**src/hdl/tfd_pkg.sv**
```systemverilog
// Shared types and constants for the typed frame deframer.
package tfd_pkg;

  localparam logic [7:0] ChSoh = 8'h01;
  localparam logic [7:0] ChStx = 8'h02;
  localparam logic [7:0] ChEtx = 8'h03;
  localparam logic [7:0] ChEot = 8'h04;
  localparam logic [7:0] TagBool = 8'h71;
  localparam logic [3:0] NibSize = 4'h0F;

  typedef enum logic [3:0] {
    PH_SOH, PH_LTAG, PH_LEN, PH_STX, PH_CMD, PH_ATAG, PH_AVAL,
    PH_BLEN, PH_BBODY, PH_ETX, PH_CHK, PH_EOT, PH_HALT
  } phase_e;

  typedef enum logic [2:0] {
    EV_CMD = 3'd0, EV_SCALAR = 3'd1, EV_BSTART = 3'd2, EV_BBYTE = 3'd3,
    EV_OK = 3'd4, EV_ERR = 3'd5
  } event_e;

  typedef enum logic [2:0] {
    AT_INT = 3'd0, AT_F32 = 3'd1, AT_F64 = 3'd2, AT_BOOL = 3'd3,
    AT_STR = 3'd4, AT_BYTES = 3'd5
  } arg_e;

  typedef enum logic [3:0] {
    ER_NONE = 4'd0, ER_SOH = 4'd1, ER_LTAG = 4'd2, ER_STX = 4'd3, ER_ETX = 4'd4,
    ER_ATAG = 4'd5, ER_CHK = 4'd6, ER_EOT = 4'd7, ER_LEN = 4'd8
  } err_e;

  localparam logic CfgMaxLen = 1'b0;
  localparam logic CfgStop = 1'b1;

  typedef struct packed {
    logic [2:0]  kind;
    logic [2:0]  atype;
    logic [63:0] value;
    logic        last;
    logic [3:0]  err;
  } evt_t;

endpackage

```
**src/hdl/tfd_front.sv**
```systemverilog
// Front: byte parser state machine that produces result events.
module tfd_front #(
  parameter int LEN_BITS = 31
) (
  input  logic             clk_i,
  input  logic             rst_ni,
  input  logic             byte_valid_i,
  input  logic [7:0]       byte_i,
  output logic             byte_stall_o,
  input  logic [30:0]      max_text_len_i,
  input  logic             stop_on_error_i,
  output logic             evt_valid_o,
  output tfd_pkg::evt_t    evt_o,
  input  logic             evt_room_i
);
  import tfd_pkg::*;

  localparam logic [31:0] LenMax = 32'((64'd1 << LEN_BITS) - 64'd1);

  phase_e      phase_q, phase_d;
  logic [3:0]  cnt_q, cnt_d;
  logic [31:0] lacc_q, lacc_d;
  logic [30:0] trem_q, trem_d;
  logic [7:0]  chk_q, chk_d;
  logic [7:0]  tag_q, tag_d;
  logic [63:0] vacc_q, vacc_d;
  logic [30:0] brem_q, brem_d;
  logic        fire;
  logic [30:0] trem_dec;
  logic [3:0]  cnt_dec;
  logic [31:0] lacc_sh;
  logic [63:0] vacc_sh, sext;
  logic        lneg;
  logic [3:0]  asz, tsz;
  logic        in_text;
  phase_e      after_item;
  logic [2:0]  blob_type;

  assign byte_stall_o = !evt_room_i;
  assign fire = byte_valid_i && evt_room_i;

  always_comb begin
    in_text = (phase_q == PH_CMD) || (phase_q == PH_ATAG) || (phase_q == PH_AVAL) ||
              (phase_q == PH_BLEN) || (phase_q == PH_BBODY);
    trem_dec = in_text ? trem_q - 31'd1 : trem_q;
    after_item = (trem_dec == '0) ? PH_ETX : PH_ATAG;
    cnt_dec = cnt_q - 4'd1;
    lacc_sh = {lacc_q[23:0], byte_i};
    vacc_sh = {vacc_q[55:0], byte_i};
    tsz = tag_q[3:0];
    // argument size: low tag nibble, one byte for a boolean
    asz = (byte_i == TagBool) ? 4'd1 : byte_i[3:0];
    unique case (tsz)
      4'd1:    lneg = lacc_sh[7];
      4'd2:    lneg = lacc_sh[15];
      4'd4:    lneg = lacc_sh[31];
      default: lneg = lacc_sh[0];
    endcase
    unique case (tsz)
      4'd1:    sext = {{56{vacc_sh[7]}}, vacc_sh[7:0]};
      4'd2:    sext = {{48{vacc_sh[15]}}, vacc_sh[15:0]};
      4'd4:    sext = {{32{vacc_sh[31]}}, vacc_sh[31:0]};
      default: sext = vacc_sh;
    endcase
    blob_type = (tag_q >= 8'hB0) ? AT_BYTES : AT_STR;
  end

  always_comb begin
    phase_d = phase_q; cnt_d = cnt_q; lacc_d = lacc_q; trem_d = trem_q;
    chk_d = chk_q; tag_d = tag_q; vacc_d = vacc_q; brem_d = brem_q;
    evt_valid_o = 1'b0;
    evt_o = '0;
    if (fire) begin
      trem_d = trem_dec;
      if (in_text) chk_d = chk_q ^ byte_i;
      unique case (phase_q)
        PH_HALT: begin
          if (!stop_on_error_i && byte_i == ChSoh) phase_d = PH_LTAG;
        end
        PH_SOH: begin
          if (byte_i != ChSoh) begin
            evt_valid_o = 1'b1; evt_o.kind = EV_ERR; evt_o.err = ER_SOH;
            phase_d = PH_HALT;
          end else phase_d = PH_LTAG;
        end
        PH_LTAG: begin
          if (byte_i != 8'h11 && byte_i != 8'h12 && byte_i != 8'h14) begin
            evt_valid_o = 1'b1; evt_o.kind = EV_ERR; evt_o.err = ER_LTAG;
            phase_d = PH_HALT;
          end else begin
            tag_d = byte_i; cnt_d = byte_i[3:0] & NibSize; lacc_d = '0;
            phase_d = PH_LEN;
          end
        end
        PH_LEN: begin
          lacc_d = lacc_sh; cnt_d = cnt_dec;
          if (cnt_dec == '0) begin
            if (lneg || lacc_sh == '0 || lacc_sh > {1'b0, max_text_len_i} ||
                lacc_sh > LenMax) begin
              evt_valid_o = 1'b1; evt_o.kind = EV_ERR; evt_o.err = ER_LEN;
              phase_d = PH_HALT;
            end else begin
              trem_d = lacc_sh[30:0]; chk_d = '0; phase_d = PH_STX;
            end
          end
        end
        PH_STX: begin
          if (byte_i != ChStx) begin
            evt_valid_o = 1'b1; evt_o.kind = EV_ERR; evt_o.err = ER_STX;
            phase_d = PH_HALT;
          end else phase_d = PH_CMD;
        end
        PH_CMD: begin
          phase_d = after_item;
          evt_valid_o = 1'b1; evt_o.kind = EV_CMD; evt_o.value = {56'd0, byte_i};
        end
        PH_ATAG: begin
          if (byte_i == 8'h31 || byte_i == 8'h32 || byte_i == 8'h34 || byte_i == 8'h38 ||
              byte_i == 8'h54 || byte_i == 8'h58 || byte_i == TagBool ||
              byte_i == 8'h91 || byte_i == 8'h92 || byte_i == 8'h94 ||
              byte_i == 8'hB1 || byte_i == 8'hB2 || byte_i == 8'hB4) begin
            if ({27'd0, asz} > trem_dec) begin
              evt_valid_o = 1'b1; evt_o.kind = EV_ERR; evt_o.err = ER_LEN;
              phase_d = PH_HALT;
            end else begin
              tag_d = byte_i; cnt_d = asz;
              if (byte_i[7]) begin
                lacc_d = '0; phase_d = PH_BLEN;
              end else begin
                vacc_d = '0; phase_d = PH_AVAL;
              end
            end
          end else begin
            evt_valid_o = 1'b1; evt_o.kind = EV_ERR; evt_o.err = ER_ATAG;
            phase_d = PH_HALT;
          end
        end
        PH_AVAL: begin
          vacc_d = vacc_sh; cnt_d = cnt_dec;
          if (cnt_dec == '0) begin
            phase_d = after_item;
            evt_valid_o = 1'b1; evt_o.kind = EV_SCALAR;
            priority if (tag_q[7:4] == 4'h3) begin
              evt_o.atype = AT_INT; evt_o.value = sext;
            end else if (tag_q[7:4] == 4'h5) begin
              evt_o.atype = (tsz == 4'd4) ? AT_F32 : AT_F64; evt_o.value = vacc_sh;
            end else begin
              evt_o.atype = AT_BOOL; evt_o.value = {63'd0, vacc_sh[7:0] != '0};
            end
          end
        end
        PH_BLEN: begin
          lacc_d = lacc_sh; cnt_d = cnt_dec;
          if (cnt_dec == '0) begin
            evt_valid_o = 1'b1;
            if (lneg || lacc_sh > {1'b0, trem_dec}) begin
              evt_o.kind = EV_ERR; evt_o.err = ER_LEN; phase_d = PH_HALT;
            end else begin
              brem_d = lacc_sh[30:0];
              phase_d = (lacc_sh != '0) ? PH_BBODY : after_item;
              evt_o.kind = EV_BSTART; evt_o.atype = blob_type;
              evt_o.value = {32'd0, lacc_sh};
            end
          end
        end
        PH_BBODY: begin
          brem_d = brem_q - 31'd1;
          if (brem_d == '0) phase_d = after_item;
          evt_valid_o = 1'b1; evt_o.kind = EV_BBYTE; evt_o.atype = blob_type;
          evt_o.value = {56'd0, byte_i}; evt_o.last = (brem_d == '0);
        end
        PH_ETX: begin
          if (byte_i != ChEtx) begin
            evt_valid_o = 1'b1; evt_o.kind = EV_ERR; evt_o.err = ER_ETX;
            phase_d = PH_HALT;
          end else phase_d = PH_CHK;
        end
        PH_CHK: begin
          if (byte_i != chk_q) begin
            evt_valid_o = 1'b1; evt_o.kind = EV_ERR; evt_o.err = ER_CHK;
            phase_d = PH_HALT;
          end else phase_d = PH_EOT;
        end
        PH_EOT: begin
          evt_valid_o = 1'b1;
          if (byte_i != ChEot) begin
            evt_o.kind = EV_ERR; evt_o.err = ER_EOT; phase_d = PH_HALT;
          end else begin
            evt_o.kind = EV_OK; phase_d = PH_SOH;
          end
        end
        default: phase_d = PH_SOH;
      endcase
    end
  end

  always_ff @(posedge clk_i or negedge rst_ni) begin
    if (!rst_ni) begin
      phase_q <= PH_SOH; cnt_q <= '0; lacc_q <= '0; trem_q <= '0; chk_q <= '0;
      tag_q <= '0; vacc_q <= '0; brem_q <= '0;
    end else begin
      phase_q <= phase_d; cnt_q <= cnt_d; lacc_q <= lacc_d; trem_q <= trem_d;
      chk_q <= chk_d; tag_q <= tag_d; vacc_q <= vacc_d; brem_q <= brem_d;
    end
  end
endmodule

```
**src/hdl/tfd_queue.sv**
```systemverilog
// Back: two-entry event queue feeding the output channel.
module tfd_queue (
  input  logic          clk_i,
  input  logic          rst_ni,
  input  logic          push_i,
  input  tfd_pkg::evt_t data_i,
  output logic          room_o,
  output logic          valid_o,
  output tfd_pkg::evt_t data_o,
  input  logic          stall_i
);
  import tfd_pkg::*;

  evt_t       mem_q [2];
  logic       wp_q, rp_q;
  logic [1:0] cnt_q;
  logic       pop;

  assign valid_o = cnt_q != 2'd0;
  assign room_o  = cnt_q != 2'd2;
  assign data_o  = mem_q[rp_q];
  assign pop     = valid_o && !stall_i;

  always_ff @(posedge clk_i) begin
    if (push_i) mem_q[wp_q] <= data_i;
  end

  always_ff @(posedge clk_i or negedge rst_ni) begin
    if (!rst_ni) begin
      wp_q <= 1'b0; rp_q <= 1'b0; cnt_q <= '0;
    end else begin
      if (push_i) wp_q <= !wp_q;
      if (pop) rp_q <= !rp_q;
      cnt_q <= cnt_q + 2'(push_i) - 2'(pop);
    end
  end
endmodule

```
**src/hdl/typed_frame_deframer_unit.sv**
```systemverilog
// Top level of the typed frame deframer: config registers, parser, event queue.
//
//  channel | direction | handshake           | payload
//  rx      | in        | rx_valid_i/rx_stall_o | rx_byte_i
//  evt     | out       | evt_valid_o/evt_stall_i | event_kind_o .. error_code_o
//  cfg     | in        | cfg_we_i            | cfg_index_i, cfg_data_i
//
// One byte per cycle sustained while the queue has room; each result is registered
// into the queue at its byte's transfer. A two-entry queue separates parser and
// output, so rx stalls only when the queue is full. Reset clears the parser,
// empties the queue and puts max_text_len at its maximum and stop_on_error at 1.
module typed_frame_deframer_unit #(
  parameter int LEN_BITS = 31
) (
  input  logic        clk_i,
  input  logic        rst_ni,
  input  logic        rx_valid_i,
  output logic        rx_stall_o,
  input  logic [7:0]  rx_byte_i,
  output logic        evt_valid_o,
  input  logic        evt_stall_i,
  output logic [2:0]  event_kind_o,
  output logic [2:0]  arg_type_o,
  output logic [63:0] value_o,
  output logic        last_blob_byte_o,
  output logic [3:0]  error_code_o,
  input  logic        cfg_we_i,
  input  logic        cfg_index_i,
  input  logic [30:0] cfg_data_i
);
  import tfd_pkg::*;

  logic [30:0] max_len_q;
  logic        stop_q;
  logic        fe_valid, room;
  evt_t        fe_evt, q_evt;

  // config registers
  always_ff @(posedge clk_i or negedge rst_ni) begin
    if (!rst_ni) begin
      max_len_q <= '1;
      stop_q    <= 1'b1;
    end else if (cfg_we_i) begin
      if (cfg_index_i == CfgMaxLen) max_len_q <= cfg_data_i;
      else stop_q <= cfg_data_i[0];
    end
  end

  tfd_front #(.LEN_BITS(LEN_BITS)) u_front (
    .clk_i, .rst_ni,
    .byte_valid_i(rx_valid_i), .byte_i(rx_byte_i), .byte_stall_o(rx_stall_o),
    .max_text_len_i(max_len_q), .stop_on_error_i(stop_q),
    .evt_valid_o(fe_valid), .evt_o(fe_evt), .evt_room_i(room)
  );

  tfd_queue u_queue (
    .clk_i, .rst_ni, .push_i(fe_valid), .data_i(fe_evt), .room_o(room),
    .valid_o(evt_valid_o), .data_o(q_evt), .stall_i(evt_stall_i)
  );

  assign event_kind_o     = q_evt.kind;
  assign arg_type_o       = q_evt.atype;
  assign value_o          = q_evt.value;
  assign last_blob_byte_o = q_evt.last;
  assign error_code_o     = q_evt.err;
endmodule

```
**config.mk**
```make
export PLATFORM = sky130hd
export DESIGN_NAME = typed_frame_deframer_unit
export DESIGN_NICKNAME = d
export VERILOG_FILES = /design/src/hdl/tfd_pkg.sv /design/src/hdl/tfd_front.sv /design/src/hdl/tfd_queue.sv /design/src/hdl/typed_frame_deframer_unit.sv
export SDC_FILE = /design/constraint.sdc
export NUM_CORES = 1
export LEC_CHECK = 0
export BUFFER_PORTS_ARGS = -buffer_cell sky130_fd_sc_hd__buf_4
export CAP_MARGIN = 20
export CORE_ASPECT_RATIO = 0.9
export CORE_UTILIZATION = 62
export DETAILED_ROUTE_END_ITERATION = 16
export GPL_TIMING_DRIVEN = 0
export PLACE_DENSITY = 0.8
export SETUP_SLACK_MARGIN = 0.05
export SYNTH_ARGS = -nofsm -noshare
export SYNTH_HDL_FRONTEND = slang
export SYNTH_HIERARCHICAL = 1
export SYNTH_SLANG_ARGS = --single-unit
```
**constraint.sdc**
```tcl
create_clock -name clk_i -period 10.04 [get_ports clk_i]
set_input_delay 0.502 -clock clk_i [delete_from_list [all_inputs] [get_ports clk_i]]
set_output_delay 0.502 -clock clk_i [all_outputs]
set_load 0.05 [all_outputs]
```
======== Word level (Yosys, flattened, before mapping) ========
Memories as Yosys holds them, arrays and structs flattened.
Cells that the tools add are included.
cells by class
  $add $sub $neg .......................... 5
  magnitude comparators ................... 5
  equal/unequal tests ..................... 51
  muxes and demuxes ....................... 100
  bitwise gates (word level) .............. 2
  reduce and logical (&&, ||, !) cells .... 56
operators with widths
  cell                                                                                count
  64-bit case mux with 3 select lines                                                 2
  31-bit 2-to-1 mux                                                                   6
  56-bit 2-to-1 mux                                                                   3
  67-bit 2-to-1 mux                                                                   2
  56-bit case mux with 2 select lines                                                 1
  4-bit 2-to-1 mux                                                                    25
  24-bit 2-to-1 mux                                                                   4
  75-bit 2-to-1 mux                                                                   1
  24-bit case mux with 3 select lines                                                 1
  70-bit 2-to-1 mux                                                                   1
  68-bit 2-to-1 mux                                                                   1
  66-bit 2-to-1 mux                                                                   1
  32-bit by 31-bit greater-than comparator with 1-bit output                          2
  31-bit logical NOT                                                                  2
  31-bit case mux with 2 select lines                                                 1
  31-bit by 1-bit subtractor with 31-bit output (second input constant)               2
  8-bit 2-to-1 mux                                                                    7
  4-bit case mux with 13 select lines                                                 1
  8-bit == test (second input constant)                                               6
  3-bit 2-to-1 mux                                                                    15
  4-bit case mux with 9 select lines                                                  1
  3-bit case mux with 11 select lines                                                 1
  8-bit by 6-bit == test with 1-bit output (second input constant)                    4
  32-bit by 31-bit greater-than comparator with 1-bit output (second input constant)  1
  other kinds (42)                                                                    128
storage, ports and cells
  register bits ........................... 202
  memory bits (writable) .................. 150
  input bits .............................. 45
  memories ................................ 1
memory list
  memory         depth  bits a word  rd ports  clocked after memory_dff  wr ports  line             text
  u_queue.mem_q  2      75           1         0                         1         tfd_queue.sv:14  evt_t mem_q [2];

======== Logic depth before layout (Yosys ltp) ========
Gate-level depths: netlist (run 1).
  word-level depth ........................ 18
  gate-level depth with buffers ........... 20
  mapped depth without buffers ............ 18

======== Cells and area by module ========
The synthesis (run 1) kept the hierarchy.
modules (own cells, without submodules)
  module                     instances  cells an instance  area each (µm²)  seq. area each (µm²)
  tfd_front                  1          1,561              12,577.1         4,154.0
  tfd_queue                  1          251                5,768.0          4,604.4
  typed_frame_deframer_unit  1          69                 1,267.5          840.8

======== Worst setup path after synthesis (run 1) ========
OpenSTA, ideal clock, no wires.
  kind .................................... register to register
  from .................................... register u_front.phase_q[1]
  to ...................................... memory u_queue/mem_q[0][0] (netlist bit) (enable)
  library setup time ...................... 518 ps
  data arrival time ....................... 6,729 ps
  path slack .............................. 2,793 ps
  cell stages (with the launch flop) ...... 15
  clock period less this slack ............ 7,247 ps
  cells stage by stage .................... dfrtp_1 -> buf_6 -> or4b_4 -> nand2_1 -> clkbuf_1 -> o21ai_0 -> ha_1 -> nor2b_1 -> o21a_1 -> o21a_1 -> o211ai_1 -> or4b_1 -> nor4_2 -> o31a_1 -> nor2b_1
between the ends
  longest elaborated chain between the ends .. 13
ends and longest elaborated chain
  what                                                       line                              text
  start: declaration                                         tfd_front.sv:20                   phase_e phase_q, phase_d;
  start signal: assignment                                   tfd_front.sv:202                  phase_q <= phase_d; cnt_q <= cnt_d; lacc_q <= lacc_d; trem_q <= trem_d;
  4-bit by 3-bit == test with 1-bit output                   tfd_front.sv:43, tfd_front.sv:76
  1-bit logical OR (3 in series)                             tfd_front.sv:43                   in_text = (phase_q == PH_CMD) || (phase_q == PH_ATAG) || (phase_q == PH_AVAL) ||
  1-bit logical OR                                           tfd_front.sv:44                   (phase_q == PH_BLEN) || (phase_q == PH_BBODY);
  31-bit 2-to-1 mux                                          tfd_front.sv:45                   trem_dec = in_text ? trem_q - 31'd1 : trem_q;
  4-bit by 31-bit greater-than comparator with 1-bit output  tfd_front.sv:122                  if ({27'd0, asz} > trem_dec) begin
  1-bit 2-to-1 mux                                           tfd_front.sv:122
  1-bit 2-to-1 mux                                           tfd_front.sv:118                  if (byte_i == 8'h31 || byte_i == 8'h32 || byte_i == 8'h34 || byte_i == 8'h38 ||
  1-bit case mux with 9 select lines (*)                     tfd_front.sv:76                   unique case (phase_q)
  1-bit 2-to-1 mux (*)                                       tfd_front.sv:73                   if (fire) begin
  via fe_valid                                               typed_frame_deframer_unit.sv:35   logic fe_valid, room;
  1-bit 2-to-1 mux (*)                                       tfd_queue.sv:25                   if (push_i) mem_q[wp_q] <= data_i;
  1-bit 2-to-1 mux (not written as such) (*)                 tfd_queue.sv:25
  end: declaration                                           tfd_queue.sv:14
The timed path passes the listed nets; every way through them passes the cells marked *.

======== Final worst setup path (run 1) ========
  from .................................... register u_front.trem_q[0]
  to ...................................... register u_front.brem_q[23]
between the ends
  longest elaborated chain between the ends .. 6
ends and longest elaborated chain
  what                                                            line              text
  start: declaration                                              tfd_front.sv:23   logic [30:0] trem_q, trem_d;
  start signal: assignment                                        tfd_front.sv:202
  31-bit by 1-bit subtractor with 31-bit output                   tfd_front.sv:45
  31-bit 2-to-1 mux (*)                                           tfd_front.sv:45
  32-bit by 31-bit greater-than comparator with 1-bit output (*)  tfd_front.sv:156  if (lneg || lacc_sh > {1'b0, trem_dec}) begin
  1-bit logical OR (*)                                            tfd_front.sv:156
  2-bit inequality test (no line) (*)                             --
  4-bit AND reduction (no line) (*)                               --
  end signal: assignment                                          tfd_front.sv:203  chk_q <= chk_d; tag_q <= tag_d; vacc_q <= vacc_d; brem_q <= brem_d;
  end: declaration                                                tfd_front.sv:27   logic [30:0] brem_q, brem_d;
Mark *: on every way between the ends. The rest lies on a longest branch, timed or not.
A chain may end at the register's enable or synchronous reset.

==> out/qor.csv, run 1 <==
metric;value;unit
synthArstFlopShare;57.4;%
h-tree-depth;2;
core;0.0310;mm²
r2r-end;u_front/brem_q[23];
syn_area_per_cell;10.4;µm²
synth_area_leaders;edfxtp_1 (23%), dfrtp_1 (22%), ha_1 (4.7%);
drtAntennaViolNets;0;
holdCritPathClass;input pin to async pin;
routed_wl;57100;µm
drive_above_1_share;18.7;%
via_count;16200;
status;finished clean;
first_pass_iters;6;
tritoncts;yes;
fin_crit_sh;68.4;%
final_util;72.2;%
pin_count;122;
rsz0062_at_grt;false;
nNetsFinal;2164;
dp_hpwl;40100;µm
cpMaxStageDelayCell;nor3b_1;
min_period;6.86;ns
clock_path_buffers;3;
worst_setup_path_start_kind;register;
hold_viol;0;
synthTopCellsByCount;dfrtp_1 (170), nand2_1 (170), a21oi_1 (157);
wl_per_cell;23.0;µm
grtUsageTotal;35.5;%
grt_pass1_wl;87700;µm
setup_viol;0;
cts.clk_slew.worst_paths;0.06;ns
critPathMaxFanout;10;
gp_congestion;0.978;
die_w;189;µm
finClkSkew;0.0251;ns
drc;0;
r2r.worst_path.cells;16;
start_util;63.3;%
crit_type;register to register;
whs;0.0611;ns
first_iter_violations;1929;
fillers;2230;
endpoint_kind;register;
cts_made_buffers;37;
p_leak;9.12;nW
power_density;328;mW/mm²
reg2reg_slack;3.18;ns
area_growth;14.0;%
postCtsSetupBuffers;0;
synth_warnings;6;
grt_max_degree;105;
synth_seq_cells;352;
rr_startpoint;u_front/trem_q[0];
synth-edff-count;150;
finalMaxSlewViolations;0;
die_y;171;µm
cp_slowest_stage_delay;0.83;ns
synth-seq-area-share;48.9;%
insertion_delay;0.54;ns
crit_chain;inv_1 > ha_1 > nor3b_1 > nand4_2 > or4b_2 > xor2_1 > ha_1 > and3_1 > nand4_1 > or4_1 > a2111oi_4 > o21ai_1 > inv_1 > clkbuf_1 > a21oi_1 > a21oi_1;
postSynthNetCount;1999;
ys_types;86;
vias_per_cell;6.54;
rows;61;
grt_pass1_vias;15600;
setup-tns-final;0;ns
arrival;7.32;ns
synth_ff_type;dfrtp_1;
cts.sinks;352;
startpoint;u_front/trem_q[0];
grt_overflow;0;
timing.final.ws_setup;3.18;ns
clockRootBuffer;clkbuf_16;
cap_violations;0;
cts.hold.buffers_added;0;
worstPathRequired;10.49;ns
netlist.top_cell.by_area;edfxtp_1;
worst_slew_pin_slew;1.18;ns
fmax;146;MHz
max_slew_margin;20.6;%
netlist.area_leader.share;23.0;%
worst-path-buf-inv;3;
syn_area;0.0196;mm²
portBuffers;121;
vdd_drop_max;0.261;mV
post_cts_resized;0;
critPathTopFamily;simple AND/OR/NAND/NOR gates;
place_ws;3.55;ns
final_area;0.0224;mm²
die_area;0.0323;mm²
dpl_cell_area;0.0212;mm²
syn_inst;1881;
antennaDiodeCount;0;
antenna_found_initial;0;
==> placed cells by master, fill, tap and decap left out, types with 53 or more instances in the layout <==
master	n
a22o_1	58
a21oi_1	157
buf_4	121
dfrtp_1	170
clkbuf_1	97
nor3_1	53
nor2_1	130
ha_1	73
inv_1	92
edfxtp_1	150
o21ai_0	109
mux2_2	71
nand2_1	170
==> per-stage QoR <==
step                instances  total power, mW
finish                   2483             7.33
CTS                      2482             7.25
global route             2483             7.68
floorplan                1881             4.80
detailed placement       2415             5.86
global placement         2411             5.75
==> power by group <==
group          total [mW]  internal (mW)  switching [mW]
sequential           2.47           1.95           0.516
clock                1.37          0.801           0.569
combinational        3.49           1.28            2.20
==> cells by family (layout without fill, tap and decap cells) <==
logic type,Yosys count,after routing,synth area share (%)
xor+xnor,48,48,2.14
simple gates,570,570,14.8
mux,142,142,8.78
compound gates,487,487,16.0
flops,352,352,48.9
fa+ha+maj,73,73,4.66
buf+inv,209,402,4.71
==> worst reg2reg max path: cells and delay by family (launching register included) <==
kind,cells,cell delay (ns)
AO/OA/AOI/OAI,4,1.60
XOR/XNOR,1,0.19
adder cells (fa/ha/maj),2,0.52
buffers and inverters,3,0.88
flip-flops,1,0.46
AND/OR/NAND/NOR,6,3.14
==> layout make-up <==
class	instances	area [µm²]	area share, %
plain buffers	117	578	2.58
well taps	409	512	2.29
inverters	92	345	1.54
clock buffers	52	1030	4.62
clock inverters	15	171	0.767
repair buffers	126	1020	4.58
multi-input cells	1320	9100	40.7
flip-flops and latches	352	9600	42.9
==> worst max-delay path by stage <==
stage | depth (start not counted) | to
after global placement | 12 | u_queue/mem_q[0][23]
final | 16 | u_front/brem_q[23]
after CTS | 17 | u_front/brem_q[19]
after floorplan | 14 | u_queue/mem_q[0][0]
after detailed placement | 17 | u_front/brem_q[19]
after global routing | 17 | u_front/brem_q[19]
==> registers in the layout, indices dropped and copies added, names as in the netlist <==
signal / cells
u_queue/mem_q: 150
u_front/vacc_q: 56
max_len_q: 31
u_front/brem_q: 31
u_front/trem_q: 31
u_front/lacc_q: 24
u_front/chk_q: 8
u_front/tag_q: 8
u_front/cnt_q: 4
u_front/phase_q: 4
u_queue/cnt_q: 2
stop_q: 1
u_queue/rp_q: 1
u_queue/wp_q: 1
==> layer usage <==
layer	vias to the layer above	share of wire (%)	wire, µm	track usage (%)
li1	7201	-	-	-
met1	7903	40	23100	48.2
met2	954	45	25800	56.1
met3	175	10	5760	7.14
met4	0	4.2	2400	14.5
met5	-	0	0	0
Note: power is estimated with default switching activity, not from simulation.
==> inputs of run 2 (changes only) <==
clock period = 7 ns   (was 10.04 ns; I/O delays follow)
==> run 2 against run 1 <==
  * Die area did not move
  * Sequential share of layout area fell by 0.36 points
  * Largest cell class unchanged
  * Flip-flop and latch count did not move
  * Maximum frequency fell by 0.16%
  * Register-to-register slack got worse by 3.1 ns
  * Non-clock buffer count rose by 2
  * Core utilization rose by 0.61 points
  * Via count fell by 0.81%
==> out/qor.csv, run 2 (synthesized netlist as in run 1, its figures left out) <==
metric;value;unit
start_util;63.3;%
die_y;171;µm
worst_slew_pin_slew;1.07;ns
cts.clk_slew.worst_paths;0.06;ns
fmax;145;MHz
grt_max_degree;120;
setup_viol;0;
setup-tns-final;0;ns
core;0.0310;mm²
r2r.worst_path.cells;17;
reg2reg_slack;0.13;ns
largest_register_ffs;150;
worst_setup_path_start_kind;register;
holdCritPathClass;input pin to register;
dpl_cell_area;0.0211;mm²
final_util;72.8;%
status;finished clean;
cts_made_buffers;37;
clockRootBuffer;clkbuf_16;
mostFrequentLayoutCells;nand2_1 (170), dfrtp_1 (170), a21oi_1 (157);
p_leak;9.22;nW
cap_violations;0;
rows;61;
min_path_cells;2;
top_regs;u_queue/mem_q x150, u_front/vacc_q x56;
vdd_drop_max;0.352;mV
grtUsageTotal;36.0;%
fin_crit_sh;98.2;%
timing.final.ws_setup;0.126;ns
nNetsFinal;2166;
multiInputGateArea;0.00910;mm²
endpoint_kind;register;
insertion_delay;0.54;ns
rr_startpoint;u_front/trem_q[0];
fillers;2192;
grt_overflow;0;
antenna_found_initial;1;
h-tree-depth;2;
drive_above_1_share;19.1;%
wl_per_cell;23.3;µm
cts.sinks;352;
clock_path_buffers;3;
area_growth;15.0;%
grt_pass1_vias;15900;
dp_hpwl;40200;µm
cts.hold.buffers_added;1;
worstPathRequired;7.45;ns
rsz0062_at_grt;false;
die_w;189;µm
regArea;0.00960;mm²
min_period;6.87;ns
tritoncts;yes;
routed_wl;57900;µm
place_ws;0.628;ns
regMostFlops;u_queue/mem_q;
post_cts_resized;0;
vias_per_cell;6.48;
total_power;10.8;mW
r2r-end;u_front/brem_q[23];
postCtsSetupBuffers;0;
drtAntennaViolNets;0;
portBuffers;121;
pin_count;122;
finClkSkew;0.0189;ns
grt_pass1_wl;89300;µm
crit_type;register to register;
hold_viol;0;
antennaDiodeCount;0;
finalMaxSlewViolations;0;
arrival;7.32;ns
min_delay_worst_endpoint;max_len_q[1];
drc;0;
first_pass_iters;6;
power_density;477;mW/mm²
via_count;16100;
critPathMaxFanout;10;
gp_congestion;0.960;
max_slew_margin;28.3;%
final_area;0.0226;mm²
hp-start;cfg_data_i[1];
first_iter_violations;1759;
die_area;0.0323;mm²
## run 2: cell count changes in the layout (fill, tap and decap cells not counted), sizes merged
cell	change
clkinv	-1
buf	-1
dlygate4sd3	+1
clkbuf	+5
clkinvlp	-1
## run 2: critical path: stages (launching register included)
cell and delay, ns:
dfrtp_1 0.46, inv_1 0.12, ha_1 0.21, nor3b_1 0.75, nand4_2 0.42, nor3_1 0.68
xnor2_1 0.15, ha_1 0.20, a21oi_1 0.19, o21ai_0 0.14, a2111oi_0 0.73, a31oi_1 0.33
a2111oi_4 0.77, o21ai_1 0.53, inv_1 0.26, clkbuf_1 0.49, a21oi_1 0.15, a21oi_1 0.18
## run 2: worst max-delay path by stage
stage | from | endpoint | slack, ns | cells after the start
2_1_floorplan | u_front/phase_q[1] | u_queue/mem_q[0][0] | 1.18 | 14
3_3_place_gp | u_front/phase_q[1] | u_queue/mem_q[0][73] | -1.06 | 12
3_5_place_dp | u_front/trem_q[0] | u_front/brem_q[19] | 0.63 | 17
4_1_cts | u_front/trem_q[0] | u_front/brem_q[19] | 0.56 | 17
5_1_grt | u_front/trem_q[0] | u_front/brem_q[19] | 0.09 | 18
6_report | u_front/trem_q[0] | u_front/brem_q[23] | 0.13 | 17
## run 2: area by class of cell
| cell class | instances | area share (%) |
|---|---|---|
| well taps | 409 | 2.27 |
| clock inverters | 13 | 0.760 |
| repair buffers | 128 | 4.57 |
| clock buffers | 55 | 5.38 |
| multi-input cells | 1320 | 40.4 |
| flip-flops and latches | 352 | 42.6 |
| plain buffers | 117 | 2.56 |
| inverters | 92 | 1.53 |
## run 2: layer usage
layer	up-vias	GRT usage [%]	share of wire, %
met5	-	0	0
met3	187	7.86	10
li1	7206	-	-
met4	0	16.0	4.3
met1	7741	48.2	40
met2	967	56.6	45
## run 2: where the power goes
group | internal [mW] | total [mW] | switching [mW]
Clock | 1.33 | 2.18 | 0.854
Combinational | 1.84 | 5.02 | 3.18
Sequential | 2.80 | 3.55 | 0.752
Total | 5.97 | 10.8 | 4.79
## run 2: through the flow
step | hold WS [ns] | std cells
global placement | 0.476 | 2411
floorplan | 0.0544 | 1881
finish | 0.0372 | 2486
CTS | 0.0267 | 2484
detailed placement | 0.408 | 2415
global route | 0.0306 | 2486
==> inputs of run 3 (changes only) <==
CORE_UTILIZATION = 34   (was 62)
PLACE_DENSITY = 0.49   (was 0.8)
clock period = 7.2 ns   (was 7 ns; I/O delays follow)
==> run 3 against run 2 <==
  * Clock power about the same
  * Sequential power decreased by 3%
  * Global-route usage decreased by 14 points
  * Via count decreased by 2.9%
  * Largest cell class unchanged
  * Highest routed layer unchanged
==> out/qor.csv, run 3 (synthesized netlist as in run 1, its figures left out) <==
metric;value;unit
vias_per_cell;5.44;
status;finished clean;
drive_above_1_share;18.9;%
post_cts_resized;0;
final_area;0.0233;mm²
total_power;10.5;mW
cts.sinks;352;
core;0.0570;mm²
hold_viol;0;
final_util;40.9;%
endpoint_kind;register;
grt_max_degree;113;
start_util;34.4;%
timing.final.ws_setup;0.498;ns
clock_path_buffers;3;
nNetsFinal;2196;
cts_made_buffers;42;
worst_setup_path_start_kind;register;
place_ws;0.623;ns
setup_viol;0;
clockRootBuffer;clkbuf_16;
rows;83;
finClkSkew;0.0277;ns
regMostFlops;u_queue/mem_q;
arrival;7.13;ns
grt_pass1_wl;95900;µm
tritoncts;yes;
first_pass_iters;5;
wl_per_cell;21.9;µm
fmax;149;MHz
h-tree-depth;2;
drtAntennaViolNets;0;
grt_pass1_vias;15300;
fillers;5650;
die_y;230;µm
grtUsageTotal;21.6;%
p_leak;9.35;nW
critPathMaxFanout;10;
grt_overflow;0;
worst_slew_pin_slew;1.03;ns
worstPathRequired;7.63;ns
crit_type;register to register;
die_area;0.0586;mm²
insertion_delay;0.59;ns
largest_register_ffs;150;
fin_crit_sh;93.1;%
vdd_drop_max;0.213;mV
rsz0062_at_grt;false;
cts.hold.buffers_added;25;
postCtsSetupBuffers;0;
dpl_cell_area;0.0216;mm²
drc;0;
cts.clk_slew.worst_paths;0.06;ns
setup-tns-final;0;ns
first_iter_violations;1228;
antennaDiodeCount;0;
gp_congestion;0.907;
finalMaxSlewViolations;0;
pin_count;122;
min_period;6.70;ns
power_density;450;mW/mm²
holdCritPathClass;input pin to register;
die_w;255;µm
dp_hpwl;44800;µm
via_count;15600;
area_growth;18.8;%
antenna_found_initial;1;
mostFrequentLayoutCells;nand2_1 (170), dfrtp_1 (170), a21oi_1 (157);
routed_wl;62900;µm
max_slew_margin;31.3;%
cap_violations;0;
top_regs;u_queue/mem_q x150, u_front/vacc_q x56;
portBuffers;121;
## run 3: cell type report
class	count	area, µm²	share of cell area (%)
multi-input cells	1320	9100	39.1
flip-flops and latches	352	9600	41.2
inverters	92	345	1.48
repair buffers	153	1290	5.53
well taps	765	957	4.11
plain buffers	117	578	2.48
clock inverters	21	298	1.28
clock buffers	56	1130	4.87
## run 3: power by group
group          switching, mW  leakage, nW  internal (mW)
Clock                  0.902        0.694           1.30
Sequential             0.715         3.96           2.72
Combinational           3.06         4.69           1.79
Total                   4.68         9.35           5.82
## run 3: layer usage
metal	GRT usage (%)	wire, µm	share of wire, %	vias up
met5	0	0	0	-
met4	6.40	1540	2.5	0
met3	3.86	3660	5.8	91
met2	32.2	27200	43	485
met1	31.8	30400	48	7779
li1	-	-	-	7285
## run 3: stage by stage
stage          hold WS [ns]  instances
3_5_place_dp          0.470       2773
3_3_place_gp          0.479       2767
5_1_grt              0.0105       2876
4_1_cts            0.000511       2875
2_1_floorplan        0.0644       1881
6_report             0.0274       2876
## run 3: path summary, 6_finish.rpt
| path | from | to | slack [ns] | depth (start not counted) |
|---|---|---|---|---|
| hold / removal | cfg_data_i[15] | max_len_q[15] | 0.03 | 2 |
| setup / recovery | u_front/trem_q[0] | u_front/brem_q[19] | 0.50 | 17 |
| hold reg to reg | u_front/tag_q[4] | u_front/tag_q[4] | 0.49 | 1 |
| max in group asynchronous | rst_ni | u_front/vacc_q[3] | 5.77 | 3 |
| setup reg to reg | u_front/trem_q[0] | u_front/brem_q[19] | 0.50 | 17 |
| min in group asynchronous | rst_ni | u_front/trem_q[8] | 0.40 | 2 |
## run 3: worst max-delay path, stage by stage, from the launching register on
cell and delay, ns:
dfrtp_1 0.45, inv_1 0.11, ha_1 0.20, nor3b_1 0.78, nand4_2 0.42, or4b_2 0.76
xor2_1 0.19, ha_1 0.29, and3_1 0.22, nand4_1 0.16, or4_1 0.66, a2111oi_4 0.82
o21ai_1 0.48, inv_1 0.24, clkbuf_1 0.48, nand2_1 0.11, nand2_1 0.09, o21ai_0 0.07
